--- src/design/sm3_pkg.sv ---
`timescale 1ns / 1ps
`default_nettype none
// ----------------------------------------------------------------------------
// sm3_pkg
// Shared types, constants and helper functions for the SM3 hash engine.
// ----------------------------------------------------------------------------
package sm3_pkg;

    typedef logic [31:0] t_word;
    // Eight working words, index 0 is word A, index 7 is word H.
    typedef t_word [7:0] t_hash_words;

    typedef struct packed {
        logic [7:0] data_byte;
        logic       byte_valid;
        logic       last;
    } t_in_item;

    typedef struct packed {
        logic [31:0] digest_word;
        logic [2:0]  word_index;
        logic        last_word;
    } t_out_item;

    typedef enum logic [2:0] {
        ST_IDLE,
        ST_ROUND,
        ST_FOLD,
        ST_PAD,
        ST_OUT
    } t_state;

    localparam t_hash_words SM3_IV = {
        32'hB0FB0E4E, 32'hE38DEE4D, 32'h163138AA, 32'hA96F30BC,
        32'hDA8A0600, 32'h172442D7, 32'h4914B2B9, 32'h7380166F
    };

    localparam t_word SM3_T_LOW  = 32'h79CC4519;
    localparam t_word SM3_T_HIGH = 32'h7A879D8A;
    localparam logic [7:0] SM3_PAD_MARK = 8'h80;
    localparam logic [5:0] SM3_LAST_POS = 6'd63;
    localparam logic [5:0] SM3_LAST_RND = 6'd63;
    localparam logic [5:0] SM3_LOW_LAST_RND = 6'd15;
    localparam logic [2:0] SM3_LAST_IDX = 3'd7;

    function automatic t_word rotl32(input t_word x, input logic [4:0] n);
        return (x << n) | (x >> (6'd32 - {1'b0, n}));
    endfunction

    function automatic t_word perm0(input t_word x);
        return x ^ rotl32(x, 5'd9) ^ rotl32(x, 5'd17);
    endfunction

    function automatic t_word perm1(input t_word x);
        return x ^ rotl32(x, 5'd15) ^ rotl32(x, 5'd23);
    endfunction

endpackage : sm3_pkg
`default_nettype wire

--- src/design/sm3_hash_engine.sv ---
`timescale 1ns / 1ps
`default_nettype none
// ----------------------------------------------------------------------------
// sm3_hash_engine
// SM3 (GB/T 32905) hash over a byte stream, 256-bit digest out as eight words.
// ----------------------------------------------------------------------------
//  channel | direction | handshake             | word
//  --------+-----------+-----------------------+-------------------------------
//  in      | input     | i_in_valid/o_in_stall | data_byte, byte_valid, last
//  out     | output    | o_out_valid/i_out_stall | digest_word, word_index, last_word
//
//  A plain byte is taken without stalling the input. A byte that fills the 64-byte block holds the
//  input stalled for 64 rounds of the shared round unit and one fold.
//  An item with last set starts padding, one byte per cycle through the block register,
//  with one or two compressions, then eight output words.
//  Reset (synchronous, active low) loads the initial value and clears counts.
//  Output stall holds the current digest word; the input stays stalled.
// ----------------------------------------------------------------------------
module sm3_hash_engine
    import sm3_pkg::*;
(
    input  logic      i_clk,
    input  logic      i_rst_n,
    input  logic      i_in_valid,
    output logic      o_in_stall,
    input  t_in_item  i_in_data,
    output logic      o_out_valid,
    input  logic      i_out_stall,
    output t_out_item o_out_data
);

    t_state       r_state, n_state;
    logic [5:0]   r_rnd, n_rnd;
    logic [5:0]   r_pos, n_pos;
    logic [60:0]  r_count, n_count;
    logic [511:0] r_blk, n_blk;
    t_hash_words  r_cv, n_cv;
    t_hash_words  r_v, n_v;
    t_word        r_t, n_t;
    logic         r_pad, n_pad;
    logic         r_mark, n_mark;
    logic         r_wrap, n_wrap;
    logic         r_final, n_final;
    logic [2:0]   r_oidx, n_oidx;

    t_hash_words  w_v_round;
    t_word        w_w_new;
    logic [63:0]  w_len_bits;
    logic [7:0]   w_len_byte;
    logic [7:0]   w_pad_byte;
    logic         w_tail;
    logic         w_is_len;

    // Shared round unit
    sm3_round u_round (
        .i_v     (r_v),
        .i_blk   (r_blk),
        .i_t     (r_t),
        .i_early (r_rnd[5:4] == 2'b00),
        .o_v     (w_v_round),
        .o_w_new (w_w_new)
    );

    // Padding byte selection
    assign w_len_bits = {r_count, 3'b000};
    assign w_len_byte = 8'(w_len_bits >> {3'd7 - r_pos[2:0], 3'b000});
    assign w_tail     = (r_pos[5:3] == 3'b111);
    assign w_is_len   = !r_mark && w_tail && !r_wrap;
    assign w_pad_byte = r_mark ? SM3_PAD_MARK : (w_is_len ? w_len_byte : 8'h00);

    // Outputs straight from registers
    assign o_in_stall             = (r_state != ST_IDLE);
    assign o_out_valid            = (r_state == ST_OUT);
    assign o_out_data.digest_word = r_cv[r_oidx];
    assign o_out_data.word_index  = r_oidx;
    assign o_out_data.last_word   = (r_oidx == SM3_LAST_IDX);

    // State register and datapath registers
    always_ff @(posedge i_clk) begin
        if (!i_rst_n) begin
            r_state <= ST_IDLE;
            r_rnd   <= '0;
            r_pos   <= '0;
            r_count <= '0;
            r_cv    <= SM3_IV;
            r_v     <= SM3_IV;
            r_t     <= SM3_T_LOW;
            r_pad   <= 1'b0;
            r_mark  <= 1'b0;
            r_wrap  <= 1'b0;
            r_final <= 1'b0;
            r_oidx  <= '0;
        end else begin
            r_state <= n_state;
            r_rnd   <= n_rnd;
            r_pos   <= n_pos;
            r_count <= n_count;
            r_cv    <= n_cv;
            r_v     <= n_v;
            r_t     <= n_t;
            r_pad   <= n_pad;
            r_mark  <= n_mark;
            r_wrap  <= n_wrap;
            r_final <= n_final;
            r_oidx  <= n_oidx;
        end
    end

    // Block window: payload only, no reset
    always_ff @(posedge i_clk) begin
        r_blk <= n_blk;
    end

    // Sequencer
    always_comb begin
        n_state = r_state;
        n_rnd   = r_rnd;
        n_pos   = r_pos;
        n_count = r_count;
        n_blk   = r_blk;
        n_cv    = r_cv;
        n_v     = r_v;
        n_t     = r_t;
        n_pad   = r_pad;
        n_mark  = r_mark;
        n_wrap  = r_wrap;
        n_final = r_final;
        n_oidx  = r_oidx;
        case (r_state)
            ST_IDLE: begin
                if (i_in_valid) begin
                    // Absorb the byte, then arm padding on last
                    if (i_in_data.byte_valid) begin
                        n_blk   = {r_blk[503:0], i_in_data.data_byte};
                        n_pos   = r_pos + 6'd1;
                        n_count = r_count + 61'd1;
                    end
                    if (i_in_data.last) begin
                        n_pad  = 1'b1;
                        n_mark = 1'b1;
                        n_wrap = 1'b0;
                    end
                    if (i_in_data.byte_valid && r_pos == SM3_LAST_POS) begin
                        n_state = ST_ROUND;
                        n_rnd   = '0;
                        n_t     = SM3_T_LOW;
                    end else if (i_in_data.last) begin
                        n_state = ST_PAD;
                    end
                end
            end
            ST_ROUND: begin
                // Advance one round and slide the message window
                n_v   = w_v_round;
                n_blk = {r_blk[479:0], w_w_new};
                n_rnd = r_rnd + 6'd1;
                if (r_rnd == SM3_LOW_LAST_RND) begin
                    n_t = rotl32(SM3_T_HIGH, 5'd16);
                end else begin
                    n_t = rotl32(r_t, 5'd1);
                end
                if (r_rnd == SM3_LAST_RND) begin
                    n_state = ST_FOLD;
                end
            end
            ST_FOLD: begin
                // Fold the working words into the chaining value
                n_cv   = r_cv ^ r_v;
                n_v    = r_cv ^ r_v;
                n_oidx = '0;
                if (r_final) begin
                    n_state = ST_OUT;
                end else if (r_pad) begin
                    n_state = ST_PAD;
                end else begin
                    n_state = ST_IDLE;
                end
            end
            ST_PAD: begin
                // Shift one padding byte: mark, zeros, then the bit length
                n_blk  = {r_blk[503:0], w_pad_byte};
                n_pos  = r_pos + 6'd1;
                n_mark = 1'b0;
                if (r_mark && w_tail) begin
                    n_wrap = 1'b1;
                end
                if (r_pos == SM3_LAST_POS) begin
                    n_state = ST_ROUND;
                    n_rnd   = '0;
                    n_t     = SM3_T_LOW;
                    n_wrap  = 1'b0;
                    if (w_is_len) begin
                        n_final = 1'b1;
                        n_pad   = 1'b0;
                    end
                end
            end
            ST_OUT: begin
                // Hand out digest words; restart the message after the last
                if (!i_out_stall) begin
                    n_oidx = r_oidx + 3'd1;
                    if (r_oidx == SM3_LAST_IDX) begin
                        n_state = ST_IDLE;
                        n_cv    = SM3_IV;
                        n_v     = SM3_IV;
                        n_count = '0;
                        n_final = 1'b0;
                    end
                end
            end
            default: begin
                n_state = ST_IDLE;
            end
        endcase
    end

    // Digest words go out only with the input held off
    a_out_blocks_in: assert property (@(posedge i_clk) disable iff (!i_rst_n)
        o_out_valid |-> o_in_stall)
        else $error("output valid while input open");

    // The fold always follows the final round
    a_fold_after_last_round: assert property (@(posedge i_clk) disable iff (!i_rst_n)
        (r_state == ST_ROUND && r_rnd == SM3_LAST_RND) |=> (r_state == ST_FOLD))
        else $error("fold did not follow round 63");

    // The digest appears only on a block boundary
    a_out_aligned: assert property (@(posedge i_clk) disable iff (!i_rst_n)
        o_out_valid |-> (r_pos == 6'd0 && !r_pad))
        else $error("digest out of block alignment");

    // The last word restarts the engine for a fresh message
    a_restart: assert property (@(posedge i_clk) disable iff (!i_rst_n)
        (o_out_valid && !i_out_stall && o_out_data.last_word)
        |=> (r_state == ST_IDLE && r_count == '0 && r_cv == SM3_IV))
        else $error("engine did not restart after digest");

endmodule : sm3_hash_engine
`default_nettype wire

--- src/design/sm3_round.sv ---
`timescale 1ns / 1ps
`default_nettype none
// ----------------------------------------------------------------------------
// sm3_round
// One SM3 compression round plus one step of message expansion, shared by
// all 64 rounds of every block.
// ----------------------------------------------------------------------------
module sm3_round
    import sm3_pkg::*;
(
    input  t_hash_words  i_v,
    input  logic [511:0] i_blk,
    input  t_word        i_t,
    input  logic         i_early,
    output t_hash_words  o_v,
    output t_word        o_w_new
);

    t_word w_w [16];
    t_word w_a12, w_ss1, w_ss2, w_ff, w_gg, w_tt1, w_tt2;

    // Unpack the 16-word window, first word at the top
    always_comb begin
        for (int k = 0; k < 16; k++) begin
            w_w[k] = i_blk[511 - 32 * k -: 32];
        end
    end

    // Expand the next message word from the window
    assign o_w_new = perm1(w_w[0] ^ w_w[7] ^ rotl32(w_w[13], 5'd15))
                   ^ rotl32(w_w[3], 5'd7) ^ w_w[10];

    // Round function
    always_comb begin
        w_a12 = rotl32(i_v[0], 5'd12);
        w_ss1 = rotl32(w_a12 + i_v[4] + i_t, 5'd7);
        w_ss2 = w_ss1 ^ w_a12;
        if (i_early) begin
            w_ff = i_v[0] ^ i_v[1] ^ i_v[2];
            w_gg = i_v[4] ^ i_v[5] ^ i_v[6];
        end else begin
            w_ff = (i_v[0] & i_v[1]) | (i_v[0] & i_v[2]) | (i_v[1] & i_v[2]);
            w_gg = (i_v[4] & i_v[5]) | (~i_v[4] & i_v[6]);
        end
        w_tt1 = w_ff + i_v[3] + w_ss2 + (w_w[0] ^ w_w[4]);
        w_tt2 = w_gg + i_v[7] + w_ss1 + w_w[0];
        o_v[0] = w_tt1;
        o_v[1] = i_v[0];
        o_v[2] = rotl32(i_v[1], 5'd9);
        o_v[3] = i_v[2];
        o_v[4] = perm0(w_tt2);
        o_v[5] = i_v[4];
        o_v[6] = rotl32(i_v[5], 5'd19);
        o_v[7] = i_v[6];
    end

endmodule : sm3_round
`default_nettype wire
--- config.mk ---
export PLATFORM = sky130hd
export DESIGN_NAME = sm3_hash_engine
export DESIGN_NICKNAME = d
export VERILOG_FILES = /design/src/design/sm3_pkg.sv /design/src/design/sm3_hash_engine.sv /design/src/design/sm3_round.sv
export SDC_FILE = /design/constraint.sdc
export NUM_CORES = 2
export LEC_CHECK = 0
export ABC_AREA = 1
export BUFFER_PORTS_ARGS = -buffer_cell sky130_fd_sc_hd__buf_2
export CAP_MARGIN = 20
export CORE_UTILIZATION = 25
export DETAILED_ROUTE_END_ITERATION = 12
export PLACE_DENSITY = 0.5
export SLEW_MARGIN = 25
export SYNTH_ARGS = -nofsm -noshare
export SYNTH_HDL_FRONTEND = slang
export SYNTH_SLANG_ARGS = --single-unit
--- constraint.sdc ---
create_clock -name i_clk -period 38.1 [get_ports i_clk]
set_input_delay 1.905 -clock i_clk [delete_from_list [all_inputs] [get_ports i_clk]]
set_output_delay 1.905 -clock i_clk [all_outputs]
set_load 0.01 [all_outputs]
==> run_results.csv <==
group,metric,value,unit
route,ant_nets,0,
route,via_per_inst,4.95,
clocking,cts_hold_buf,0,
critical_path,critical_path.top_delay_family,"adder cells",
flow_run,max-cap-violations,0,
yosys,synth.largest_area_cell,"edfxtp_1",
critical_path,path_class,"flip-flop to flip-flop",
clocking,insertion_delay,0.82,ns
sta,clock_skew,0.0477,ns
die,die_area,262000,um2
critical_path,worstPathRequired,38.81,ns
yosys,synth_area_leaders,"edfxtp_1 (24%), dfxtp_1 (19%), nand2_1 (11%)",
grt,grt_pass1_wl,369000,um
route,routed_wl,254000,um
sta,period_minus_slack,7.01,ns
critical_path,slowest_delay,0.71,ns
cells_and_area,fin_util,28.3,%
placed_design,io_buffers,51,
clocking,cts_buffer_depth,3,
critical_path,cp-start-kind,"flip-flop",
route,num_vias,56401,
yosys,synth.avg_cell_area,8.06,um2
die,pin_count,52,
cells_and_area,area_growth,12.4,%
yosys,yosys-top-cells-count,"nand2_1 (1960), o21ai_0 (1090), inv_1 (757), dfxtp_1 (627), edfxtp_1 (512)",
critical_path,r2r-start,"r_v[21]",
sta,finalHoldViolCount,0,
run_status,status,"complete, no violations",
cells_and_area,final.fill_count,27673,
route,drtIter0Drc,5812,
grt,antenna_found_initial,16,
yosys,postSynth.asyncResetShare,0,%
grt,grt_max_degree,194,
die,core.rowCount,186,
critical_path,crit_slowest_cell,"o21ai_0",
die,core_area,257000,um2
die,die_w,511,um
sta,hold_ws,0.472,ns
clocking,cts_resized,0,
clocking,cts_root_buffer,"clkbuf_16",
clocking,cts.sinks,1139,
die,start_util,25.2,%
yosys,synthCells,8051,
cells_and_area,seqCellArea,27900,um2
sta,drv_slew,0,
yosys,ys_ff_latch,1139,
sta,rsz0062_at_grt,"no",
clocking,cts_buffers,135,
grt,first_global_vias,53474,
critical_path,critPathLaunch,"r_v[21]",
clocking,post_cts_buffers,0,
critical_path,crit_top_cell,"nand2_1",
cells_and_area,fin_nets,8204,
critical_path,path_buf_inv,4,
yosys,syn_area,64900,um2
clocking,clk_pin_slew,0.06,ns
critical_path,critPathArrivalTime,7.72,ns
yosys,yosysUniqueCellTypes,53,
yosys,yosys.area.top_type_share,23.7,%
sta,max_freq,143,MHz
cells_and_area,multi_input_area,32600,um2
clocking,htreeDepth,4,
yosys,synth_most_common_cell,"nand2_1",
placed_design,routabilityCongestion,0.953,
placed_design,place_hpwl,186000,um
route,routedWlPerCell,22.3,um
yosys,ys.warnings.count,0,
critical_path,cp_max_fo,6,
grt,grt_usage,18.9,%
yosys,yosysSeqAreaShare,43.0,%
cells_and_area,drive_gt1_share,4.78,%
critical_path,cp-end-kind,"flip-flop",
route,drtPass1Iterations,6,
grt,gr-total-overflow,0,
yosys,synth_nets,8350,
min_path,min-delay-start,"r_pos[5]",
grt,met3_usage,2.90,%
min_path,holdCritPathClass,"flip-flop to flip-flop",
grt,busiest_layer,"met2",
die,fp.dieH,511,um
sta,fin_crit_sh,18.4,%
route,drc,0,
yosys,synth_edf_count,512,
sta,worst_slew_pin_slew,1.30,ns
sta,setup-tns-final,0,ns
grt,grtUsageMet1,26.6,%
clocking,cts_tree,"done",
yosys,ys.flop_type,"dfxtp_1",
grt,gr-usage-met2,29.2,%
sta,setup_viol,0,
sta,slew_headroom,13.3,%
per-layer routing:
metal | wire (um) | up-vias
li1 | - | 26450
met1 | 117000 | 27760
met2 | 112000 | 1834
met3 | 16000 | 351
met4 | 8900 | 6
met5 | 39 | -
registers in the layout, summed over array words and instances (netlist names), 3 cells and up:
register / count
r_t: 32
r_blk: 512
r_count: 61
r_pos: 6
r_state: 3
r_cv: 256
r_v: 256
r_oidx: 3
r_rnd: 6
worst reg2reg max path: cells and delay by family, from the launching register on:
| kind | cells | cell delay, ns |
|---|---|---|
| and+or+nand+nor | 19 | 1.81 |
| AOI/OAI and AO/OA | 4 | 2.06 |
| DFF | 1 | 0.52 |
| adders and majority gates | 5 | 2.19 |
| buffers and inverters | 4 | 0.32 |
cell usage in the layout, fill, tap and decap left out, types with 6 or more instances in the layout:
master,n
a211oi_1,9
a21o_1,7
a21oi_1,452
a22oi_1,7
a31oi_1,140
buf_12,6
buf_2,50
buf_4,65
clkbuf_1,27
clkbuf_16,137
clkbuf_8,15
clkinv_1,17
clkinv_2,13
clkinv_8,7
dfxtp_1,625
edfxtp_1,512
fa_1,188
ha_1,97
inv_1,752
inv_2,12
nand2_1,1959
nand3_1,286
nand3b_1,6
nand4_1,46
nor2_1,474
nor2_4,7
nor3_1,66
nor4_1,21
o211ai_1,159
o21a_1,14
o21ai_0,1090
o21bai_1,23
o22ai_1,33
or2_2,13
xnor2_1,235
xor2_1,333
xor2_2,10
path summary, 6_finish.rpt:
path	endpoint	slack [ns]	cells past startpoint
setup reg to reg	r_v[29]	31.09	32
setup / recovery	r_v[29]	31.09	32
hold / removal	r_pos[5]	0.47	2
hold reg to reg	r_pos[5]	0.47	2
through the flow:
step	area (um2)	instances	setup WS (ns)
detailed placement	68600	11151	31.26
CTS	72800	11380	31.24
floorplan	64900	8051	25.28
global placement	68500	11151	31.20
finish	72900	11386	31.09
global route	72900	11382	30.67
cell type report:
type	count	area share [%]
well taps	3384	5.81
multi-input cells	5731	44.7
flip-flops and latches	1139	38.3
diodes	5	0.0172
clock buffers	179	5.13
repair buffers	124	1.25
clock inverters	50	0.699
inverters	774	4.04
cells by family after synthesis:
logic type	Yosys count	synth area share (%)
flops	1139	43.0
fa+ha+maj	285	7.67
buf+inv	1181	6.87
simple gates	2903	18.1
compound gates	1961	16.4
xor+xnor	581	7.91
mux	1	0.0154
Power is left out: the tool's default activity adds up to more than one toggle a clock period on the data nets, which glitch-free logic cannot reach.
